--- src/rtl/core/ptsb_pkg.sv ---
// Package for the parallel-to-SPI transfer bridge: event codes, phase
// encoding, result record and default sizes. No dependencies.
package ptsb_pkg;

  localparam int COUNT_BITS_DEF = 13;

  localparam logic [7:0] SPI_FILL_BYTE = 8'hFF;

  typedef enum logic [1:0] {
    MODE_HOST     = 2'd0,
    MODE_SPI_DONE = 2'd1,
    MODE_CARD     = 2'd2,
    MODE_NONE     = 2'd3
  } mode_t;

  typedef enum logic [2:0] {
    PH_IDLE     = 3'd0,
    PH_LONG_LOW = 3'd1,
    PH_RD_SPI   = 3'd2,
    PH_RD_HOST  = 3'd3,
    PH_RD_FINAL = 3'd4,
    PH_WR_HOST  = 3'd5,
    PH_WR_SPI   = 3'd6
  } phase_t;

  typedef struct packed {
    logic       spi_start;
    logic [7:0] spi_tx_byte;
    logic       lines_driven;
    logic [7:0] lines_value;
    logic       busy;
    logic       spi_fast;
    logic       card_ack;
  } result_t;

endpackage

--- src/rtl/core/ptsb_ctrl.sv ---
// Command decoder and transfer sequencer of the parallel-to-SPI bridge.
// Holds all transfer state; uses ptsb_pkg for codes and the result record.
module ptsb_ctrl import ptsb_pkg::*; #(
  parameter int COUNT_BITS = COUNT_BITS_DEF
) (
  input  logic       clk,
  input  logic       rst_n,
  input  logic       step,
  input  logic [1:0] mode,
  input  logic [7:0] data_byte,
  input  logic       card_detect_level,
  output result_t    result
);

  phase_t                phase_r, phase_nxt;
  logic [COUNT_BITS-1:0] count_r, count_nxt;
  logic                  long_read_r, long_read_nxt;
  logic [7:0]            held_r, held_nxt;
  logic [7:0]            drive_val_r, drive_val_nxt;
  logic                  drive_en_r, drive_en_nxt;
  logic                  busy_r, busy_nxt;
  logic                  fast_r, fast_nxt;
  logic                  ack_r, ack_nxt;
  logic                  pend_r, pend_nxt;
  logic                  start;
  logic [7:0]            tx;
  logic [15:0]           long_high;
  mode_t                 ev;

  assign ev        = mode_t'(mode);
  assign long_high = {3'b000, data_byte[4:0], 8'h00};

  always_comb begin
    phase_nxt     = phase_r;
    count_nxt     = count_r;
    long_read_nxt = long_read_r;
    held_nxt      = held_r;
    drive_val_nxt = drive_val_r;
    drive_en_nxt  = drive_en_r;
    busy_nxt      = busy_r;
    fast_nxt      = fast_r;
    ack_nxt       = ack_r;
    pend_nxt      = pend_r;
    start         = 1'b0;
    tx            = 8'h00;

    case (ev)
      MODE_CARD: begin
        ack_nxt = ~card_detect_level;
      end
      MODE_HOST: begin
        case (phase_r)
          PH_IDLE: begin
            if (!data_byte[7]) begin
              count_nxt = COUNT_BITS'(data_byte[5:0]);
              busy_nxt  = 1'b1;
              pend_nxt  = 1'b0;
              if (data_byte[6]) begin
                start         = 1'b1;
                tx            = SPI_FILL_BYTE;
                drive_en_nxt  = 1'b1;
                drive_val_nxt = data_byte;
                phase_nxt     = PH_RD_SPI;
              end else begin
                phase_nxt = PH_WR_HOST;
              end
            end else if (!data_byte[6]) begin
              count_nxt     = long_high[COUNT_BITS-1:0];
              long_read_nxt = data_byte[5];
              phase_nxt     = PH_LONG_LOW;
            end else if (data_byte[5:1] == 5'd0) begin
              fast_nxt = data_byte[0];
            end
          end
          PH_LONG_LOW: begin
            count_nxt = count_r | COUNT_BITS'(data_byte);
            busy_nxt  = 1'b1;
            pend_nxt  = 1'b0;
            if (long_read_r) begin
              start         = 1'b1;
              tx            = SPI_FILL_BYTE;
              drive_en_nxt  = 1'b1;
              drive_val_nxt = data_byte;
              phase_nxt     = PH_RD_SPI;
            end else begin
              phase_nxt = PH_WR_HOST;
            end
          end
          PH_RD_SPI, PH_WR_SPI: begin
            // hold one toggle while the SPI byte is in flight
            if (!pend_r) begin
              pend_nxt = 1'b1;
              if (phase_r == PH_WR_SPI) held_nxt = data_byte;
            end
          end
          PH_RD_HOST: begin
            drive_val_nxt = held_r;
            if (count_r != '0) begin
              count_nxt = count_r - COUNT_BITS'(1);
              start     = 1'b1;
              tx        = SPI_FILL_BYTE;
              phase_nxt = PH_RD_SPI;
            end else begin
              phase_nxt = PH_RD_FINAL;
            end
          end
          PH_WR_HOST: begin
            start     = 1'b1;
            tx        = data_byte;
            phase_nxt = PH_WR_SPI;
          end
          default: begin
            drive_en_nxt  = 1'b0;
            drive_val_nxt = 8'h00;
            busy_nxt      = 1'b0;
            pend_nxt      = 1'b0;
            count_nxt     = '0;
            phase_nxt     = PH_IDLE;
          end
        endcase
      end
      MODE_SPI_DONE: begin
        if (phase_r == PH_RD_SPI) begin
          held_nxt = data_byte;
          if (pend_r) begin
            // serve the held toggle with the byte just received
            pend_nxt      = 1'b0;
            drive_val_nxt = data_byte;
            if (count_r != '0) begin
              count_nxt = count_r - COUNT_BITS'(1);
              start     = 1'b1;
              tx        = SPI_FILL_BYTE;
              phase_nxt = PH_RD_SPI;
            end else begin
              phase_nxt = PH_RD_FINAL;
            end
          end else begin
            phase_nxt = PH_RD_HOST;
          end
        end else if (phase_r == PH_WR_SPI) begin
          if (count_r != '0) begin
            count_nxt = count_r - COUNT_BITS'(1);
            if (pend_r) begin
              pend_nxt = 1'b0;
              start    = 1'b1;
              tx       = held_r;
            end else begin
              phase_nxt = PH_WR_HOST;
            end
          end else begin
            drive_en_nxt  = 1'b0;
            drive_val_nxt = 8'h00;
            busy_nxt      = 1'b0;
            pend_nxt      = 1'b0;
            count_nxt     = '0;
            phase_nxt     = PH_IDLE;
          end
        end
      end
      default: begin
      end
    endcase

    result.spi_start    = start;
    result.spi_tx_byte  = tx;
    result.lines_driven = drive_en_nxt;
    result.lines_value  = drive_en_nxt ? drive_val_nxt : 8'h00;
    result.busy         = busy_nxt;
    result.spi_fast     = fast_nxt;
    result.card_ack     = ack_nxt;
  end

  always_ff @(posedge clk) begin
    if (!rst_n) begin
      phase_r     <= PH_IDLE;
      count_r     <= '0;
      long_read_r <= 1'b0;
      held_r      <= 8'h00;
      drive_val_r <= 8'h00;
      drive_en_r  <= 1'b0;
      busy_r      <= 1'b0;
      fast_r      <= 1'b0;
      ack_r       <= 1'b0;
      pend_r      <= 1'b0;
    end else if (step) begin
      phase_r     <= phase_nxt;
      count_r     <= count_nxt;
      long_read_r <= long_read_nxt;
      held_r      <= held_nxt;
      drive_val_r <= drive_val_nxt;
      drive_en_r  <= drive_en_nxt;
      busy_r      <= busy_nxt;
      fast_r      <= fast_nxt;
      ack_r       <= ack_nxt;
      pend_r      <= pend_nxt;
    end
  end

endmodule

--- src/rtl/core/parallel_to_spi_transfer_bridge.sv ---
// The result of a transaction is registered and valid in the cycle after
// it is accepted. One transaction per cycle while the output is not stalled;
// the state registers of ptsb_ctrl are updated at each accept and the result
// register frees up in the same cycle it is taken.
// Reset (rst_n low, synchronous): phase idle, counters and flags cleared,
// slow SPI clock, no result pending.
module parallel_to_spi_transfer_bridge import ptsb_pkg::*; #(
  parameter int COUNT_BITS = COUNT_BITS_DEF
) (
  input  logic       clk,
  input  logic       rst_n,
  input  logic       in_valid,
  output logic       in_ready,
  input  logic [1:0] in_mode,
  input  logic [7:0] in_data_byte,
  input  logic       in_card_detect_level,
  output logic       out_valid,
  input  logic       out_ready,
  output logic       out_spi_start,
  output logic [7:0] out_spi_tx_byte,
  output logic       out_lines_driven,
  output logic [7:0] out_lines_value,
  output logic       out_busy_res,
  output logic       out_spi_fast,
  output logic       out_card_ack
);

  logic    accept;
  logic    out_valid_r, out_valid_nxt;
  result_t res;
  result_t res_r;

  assign in_ready = !out_valid_r || out_ready;
  assign accept   = in_valid && in_ready;

  ptsb_ctrl #(
    .COUNT_BITS(COUNT_BITS)
  ) u_ctrl (
    .clk              (clk),
    .rst_n            (rst_n),
    .step             (accept),
    .mode             (in_mode),
    .data_byte        (in_data_byte),
    .card_detect_level(in_card_detect_level),
    .result           (res)
  );

  assign out_valid_nxt = accept || (out_valid_r && !out_ready);

  always_ff @(posedge clk) begin
    if (!rst_n) begin
      out_valid_r <= 1'b0;
    end else begin
      out_valid_r <= out_valid_nxt;
    end
  end

  always_ff @(posedge clk) begin
    if (accept) begin
      res_r <= res;
    end
  end

  assign out_valid        = out_valid_r;
  assign out_spi_start    = res_r.spi_start;
  assign out_spi_tx_byte  = res_r.spi_tx_byte;
  assign out_lines_driven = res_r.lines_driven;
  assign out_lines_value  = res_r.lines_value;
  assign out_busy_res     = res_r.busy;
  assign out_spi_fast     = res_r.spi_fast;
  assign out_card_ack     = res_r.card_ack;

endmodule

--- config.mk ---
export PLATFORM = sky130hd
export DESIGN_NAME = parallel_to_spi_transfer_bridge
export DESIGN_NICKNAME = d
export VERILOG_FILES = /design/src/rtl/core/ptsb_pkg.sv /design/src/rtl/core/ptsb_ctrl.sv /design/src/rtl/core/parallel_to_spi_transfer_bridge.sv
export SDC_FILE = /design/constraint.sdc
export NUM_CORES = 1
export LEC_CHECK = 0
export BUFFER_PORTS_ARGS = -buffer_cell sky130_fd_sc_hd__buf_2
export CAP_MARGIN = 5
export CELL_PAD_IN_SITES_DETAIL_PLACEMENT = 1
export CELL_PAD_IN_SITES_GLOBAL_PLACEMENT = 1
export CORE_ASPECT_RATIO = 0.6
export CORE_MARGIN = 1
export CORE_UTILIZATION = 44
export CTS_CLUSTER_DIAMETER = 60
export CTS_CLUSTER_SIZE = 40
export DETAILED_ROUTE_END_ITERATION = 6
export PLACE_DENSITY_LB_ADDON = 0.1
export REMOVE_ABC_BUFFERS = 1
export SETUP_SLACK_MARGIN = 0.4
export SYNTH_ARGS = -nofsm -noshare
export SYNTH_HDL_FRONTEND = slang
export SYNTH_SLANG_ARGS = --single-unit
--- constraint.sdc ---
create_clock -name clk -period 3.15 [get_ports clk]
set_clock_uncertainty 0.1 [all_clocks]
set_input_delay 0.63 -clock clk [delete_from_list [all_inputs] [get_ports clk]]
set_output_delay 0.63 -clock clk [all_outputs]
set_load 0.1 [all_outputs]
==> results.cfg, run 1 <==
[worst_setup_path]
worstSetupPathType = flop to flop
crit_arrival_ns = 2.86
cp-start-kind = flop
cp_data_required_time_ns = 3.28
r2r-start = u_ctrl.count_r[0]
crit_path_end_kind = flop
crit_path_max_fanout = 6
r2r_slack_ns = 0.42
worstRegToRegCells = 11
timing.rr.end = u_ctrl.count_r[0]

[finish]
synthToLayoutAreaGrowth_pct = 22.3
drive_gt1_share_pct = 21.3
final_nets = 467
final_cell_mix = nor2_1 (55), nand2_1 (51), dfxtp_1 (38), a21oi_1 (37), buf_2 (37)
final_util_pct = 55.7
diodes = 0
layout_commonest_cell = nor2_1

[floorplanning]
core-area_sq_um = 7240
num_rows = 24
die_area_sq_um = 7850
die_y_um = 69.0
die_w_um = 114
top_level_ports = 38
initial_utilization_pct = 45.5

[routing]
via_count = 3409
routed_via_density = 6.10
drc_errors = 0
wl_mm = 11.7
ant_nets = 0
first_pass_iters = 5
drtIter0Drc = 342
wire_per_inst_um = 20.9

[timing]
hold_viol = 0
worstMarginPinSlew_ns = 0.716
setup_slack_ns = 0.419
fin_crit_sh_pct = 86.7
max_slew_margin_pct = 52.1
fin_tns_setup_ns = 0
setup_violations = 0
fin_crit_ns = 2.73
rsz0062_at_grt = yes
hold_slack_ns = 0.367
drv_slew = 0
fmax_ghz = 0.366

[pwr]
p_sw_share_pct = 32.0
pwr-share-comb_pct = 20.4
ir_worst_vdd_mv = 0.285
internal_power_uw = 1580
pwr-share-seq_pct = 36.9
power.density_nw_per_um2 = 575
p_switching_uw = 741
pwr-share-clk_pct = 42.7
p_leak_uw = 0.00154

[placed_design]
preCtsSetupSlack_ns = 0.196
place_congestion = 0.930
hpwl_mm = 8.15
portBuffers = 37

[yosys]
syn_area_sq_um = 3290
synth_cells = 402
ys.flop_type = dfxtp_1
synth_top_area_cell = dfxtp_1
yosysWarnings = 0
ys_seq_area_share_pct = 42.9
syn_area_per_cell_sq_um = 8.19
synthDistinctLibCells = 53
synth_edf_count = 21
yosysTopAreaCellShare_pct = 23.7
synthTopCellsByArea = dfxtp_1 (24%), edfxtp_1 (19%), nor2_1 (6.3%)
synth_seq_cells = 60
async_flop_share_pct = 0

[global_routing]
grt_max_degree = 22
grt-ovfl-total = 0
grt_antenna_before_repair = 0
grt_pass1_wl_mm = 18.5
grt_pass1_vias = 3413
globalRouteTotalUtil_pct = 31.5

[min_path]
hold_start = u_ctrl.drive_val_r[2]
holdPathEnd = u_ctrl.drive_val_r[2]
hold_path_class = flop to flop
hold_depth = 2

[clock_tree]
tritoncts = done
clockBufferDepth = 2
clock_latency_ns = 0.34
numClockSinks = 60
htreeDepth = 3
cts_buffers = 9
cts-root-buf = clkbuf_16
clk_pin_slew_ns = 0.05
hold_buffers = 0

[status]
outcome = finished clean

[run]
cap_violations = 0
[synth_stat cells (2+ instances only)]
master / instances
a21oi_1: 37
or3_1: 2
or4_4: 2
o21ai_1: 2
nand2b_1: 5
nand4_1: 3
o22ai_1: 20
nor2b_1: 6
nand3_1: 8
o31ai_1: 4
clkbuf_1: 19
edfxtp_1: 21
o32ai_1: 3
a32o_1: 6
inv_1: 12
dfxtp_1: 39
a31oi_1: 2
a22oi_1: 8
or4_1: 3
o21ai_0: 28
ha_1: 2
mux2i_1: 7
nor3_1: 14
mux2_2: 3
buf_2: 2
nor2_1: 55
o211ai_1: 8
and2_1: 3
nor3b_1: 3
nand2_1: 51
nor4b_1: 2
[power by group through the flow]
stage | logic, uW | clock network [uW] | registers [uW]
finish | 473 | 991 | 854
global route | 502 | 1030 | 858
CTS | 456 | 1000 | 853
detailed placement | 438 | 0 | 869
global placement | 428 | 0 | 867
floorplan | 191 | 0 | 982
[per-stage QoR]
step | cells | instance area (sq um) | power, uW
floorplan | 380 | 3210 | 1170
finish | 559 | 4030 | 2320
detailed placement | 540 | 3670 | 1310
global placement | 540 | 3670 | 1290
global route | 559 | 4030 | 2390
CTS | 559 | 4010 | 2310
[critical path, stage by stage (launching register included)]
cell	delay [ns]
dfxtp_1	0.34
inv_2	0.10
ha_2	0.19
or3b_4	0.39
or4_4	0.49
nor2_8	0.13
inv_2	0.09
ha_4	0.27
nor3_2	0.04
a21oi_1	0.12
o221ai_1	0.13
a32o_1	0.22
[flip-flops by register name, summed over array words and instances, names as in the netlist]
| register | count |
|---|---|
| u_ctrl.drive_val_r | 8 |
| u_ctrl.phase_r | 3 |
| out_lines_driven | 1 |
| u_ctrl.drive_en_r | 1 |
| u_ctrl.ack_r | 1 |
| u_ctrl.held_r | 8 |
| u_ctrl.fast_r | 1 |
| out_lines_value | 8 |
| u_ctrl.busy_r | 1 |
| u_ctrl.long_read_r | 1 |
| out_busy_res | 1 |
| out_spi_fast | 1 |
| out_card_ack | 1 |
| out_spi_tx_byte | 8 |
| out_valid | 1 |
| u_ctrl.count_r | 13 |
| u_ctrl.pend_r | 1 |
| out_spi_start | 1 |
[layout make-up]
type                    count  area (sq um)
clock buffers               9           225
clock inverters             7          73.8
fillers                   883          3210
inverters                  13          48.8
multi-input cells         307          1780
flip-flops and latches     60          1410
well taps                 104           130
repair buffers             59           354
[routing by layer]
metal	global-route usage (%)	vias up	share of wire, %
met1	44.2	1658	46
met2	44.6	156	43
met3	11.5	14	9.2
met4	9.94	0	1.2
met5	0	-	0
li1	-	1581	-
[worst max-delay path by stage]
stage / endpoint / slack, ns / cells past startpoint / from
floorplan: u_ctrl.drive_val_r[0] / 0.04 / 6 / out_valid
global placement: out_lines_value[3] / 0.36 / 8 / u_ctrl.count_r[1]
detailed placement: u_ctrl.count_r[0] / 0.20 / 11 / u_ctrl.count_r[1]
CTS: u_ctrl.count_r[0] / 0.38 / 11 / u_ctrl.count_r[0]
global route: u_ctrl.count_r[0] / 0.36 / 11 / u_ctrl.count_r[0]
finish: u_ctrl.count_r[0] / 0.42 / 11 / u_ctrl.count_r[0]
[timing repair]
action / in CTS / in global routing
endpoints found under the setup margin: 25 / 27
pin swaps: 3 / 2
gates resized for setup: 8 / 4
buffers inserted: 3 / 0
endpoints found under the hold margin: 0 / 0
[logic make-up after synthesis]
| family | count (synthesis) | synth area share (%) |
|---|---|---|
| flip-flops | 60 | 42.9 |
| buffers and inverters | 35 | 4.07 |
| multiplexers | 10 | 3.15 |
| AND/OR/NAND/NOR | 164 | 23.8 |
| XOR/XNOR | 1 | 0.266 |
| adder cells (fa/ha/maj) | 2 | 0.760 |
| AO/OA/AOI/OAI | 130 | 25.1 |
No activity file was read; power rests on OpenSTA's default activity.
==> run 2: changes to the inputs <==
- PLACE_DENSITY: unset -> 0.82
- PLACE_DENSITY_LB_ADDON: 0.1 -> unset
==> run 2 against run 1 <==
  * Critical path depth shrank 3
  * Clock power is 5% higher
  * Fmax rose by 0.52%
==> results.cfg, run 2 (synthesis results as in run 1) <==
[status]
outcome = finished clean

[global_routing]
globalRouteTotalUtil_pct = 30.1
grt-ovfl-total = 0
grt_max_degree = 21
grt_antenna_before_repair = 0
grt_pass1_vias = 3427
grt_pass1_wl_mm = 18.0

[floorplanning]
die_w_um = 114
top_level_ports = 38
core-area_sq_um = 7240
num_rows = 24
initial_utilization_pct = 45.5
die_area_sq_um = 7850
die_y_um = 69.0

[routing]
drc_errors = 0
m1WireLength_mm = 5.29
wl_mm = 11.3
wire_per_inst_um = 20.1
wl_met2_mm = 5.00
routed_via_density = 6.16
first_pass_iters = 5
highest_layer = met4
drtIter0Drc = 289
via_count = 3478
ant_nets = 0
wl_met3_um = 916

[worst_setup_path]
max_stage_delay_ns = 0.48
crit_path_cell_trace = inv_2 > ha_2 > or3b_4 > or4_4 > o21ai_0 > nand3_2 > nand2_1 > a21oi_1
slowest_stage = or4_4
worstSetupPathType = flop to flop
crit_path_max_fanout = 8
cp-start-kind = flop
crit_arrival_ns = 2.68
worstRegToRegCells = 8
cp_data_required_time_ns = 3.12
crit_path_end_kind = flop

[clock_tree]
cts-root-buf = clkbuf_16
numClockSinks = 60
tritoncts = done
clk_pin_slew_ns = 0.05
hold_buffers = 0
cts_buffers = 9
clockBufferDepth = 2
htreeDepth = 3
clock_latency_ns = 0.34

[timing]
fmax_ghz = 0.368
hold_viol = 0
fin_crit_ns = 2.72
max_slew_margin_pct = 67.6
setup_violations = 0
fin_crit_sh_pct = 86.2
rsz0062_at_grt = yes
drv_slew = 0
worstMarginPinSlew_ns = 0.485
fin_tns_setup_ns = 0

[finish]
drive_gt1_share_pct = 21.0
design_area_sq_um = 4080
max_flop_register = u_ctrl.count_r
final_cell_mix = nor2_1 (55), nand2_1 (51), dfxtp_1 (38), a21oi_1 (37), buf_2 (37)
largest_reg_flops = 13
diodes = 0
final_cells = 565
synthToLayoutAreaGrowth_pct = 23.7
layout_commonest_cell = nor2_1
final_nets = 473

[min_path]
hold_depth = 2
hold_path_class = flop to flop

[placed_design]
dp.cells = 541
hpwl_mm = 7.82
place_congestion = 0.934
portBuffers = 37
postPlaceCellArea_sq_um = 3670

[pwr]
p_leak_uw = 0.00156
ir_worst_vdd_mv = 0.317
power.density_nw_per_um2 = 586

[run]
cap_violations = 0
[run 2: final timing paths]
path | start | endpoint | slack (ns)
worst min-delay path | u_ctrl.drive_val_r[2] | u_ctrl.drive_val_r[2] | 0.36
worst min register to register | u_ctrl.drive_val_r[2] | u_ctrl.drive_val_r[2] | 0.36
worst max register to register | u_ctrl.count_r[0] | out_lines_value[2] | 0.43
worst max-delay path | u_ctrl.count_r[0] | out_lines_value[2] | 0.43
[run 2: area by class of cell]
| type | instances | area [sq um] |
|---|---|---|
| fillers | 871 | 3160 |
| multi-input cells | 307 | 1780 |
| flip-flops and latches | 60 | 1410 |
| repair buffers | 65 | 395 |
| clock buffers | 11 | 233 |
| well taps | 104 | 130 |
| clock inverters | 5 | 76.3 |
| inverters | 13 | 51.3 |
[run 2: per-layer routing]
layer  vias to the layer above  track usage [%]
li1                       1587                -
met1                      1717             43.6
met2                       158             44.4
met3                        16             7.74
met4                         0             7.89
met5                         -                0
[run 2: what timing repair did]
item,in CTS,in global routing
cloned,0,0
gates resized for setup,6,3
endpoints found under the setup margin,21,26
setup buffers,4,4
pin swaps,4,3
[run 2: critical path: cells and delay by family, from the launching register on]
family	cells	cell delay, ns
and+or+nand+nor	4	1.30
buffers and inverters	1	0.09
AOI/OAI and AO/OA	2	0.45
DFF	1	0.34
adders and majority gates	1	0.18
[run 2: through the flow]
| stage | total power, uW | hold slack [ns] | util [%] | worst slack, ns |
|---|---|---|---|---|
| 2_1_floorplan | 1170 | 0.336 | - | 0.0427 |
| 3_3_place_gp | 1290 | 0.345 | 50.8 | 0.374 |
| 3_5_place_dp | 1310 | 0.353 | 50.8 | 0.219 |
| 4_1_cts | 2350 | 0.360 | 55.7 | 0.356 |
| 5_1_grt | 2450 | 0.389 | 56.3 | 0.364 |
| 6_report | 2390 | 0.361 | 56.3 | 0.433 |
[run 2: power breakdown]
part           internal, uW  switching [uW]
logic                   146             346
clock network           688             354
registers               831            20.3
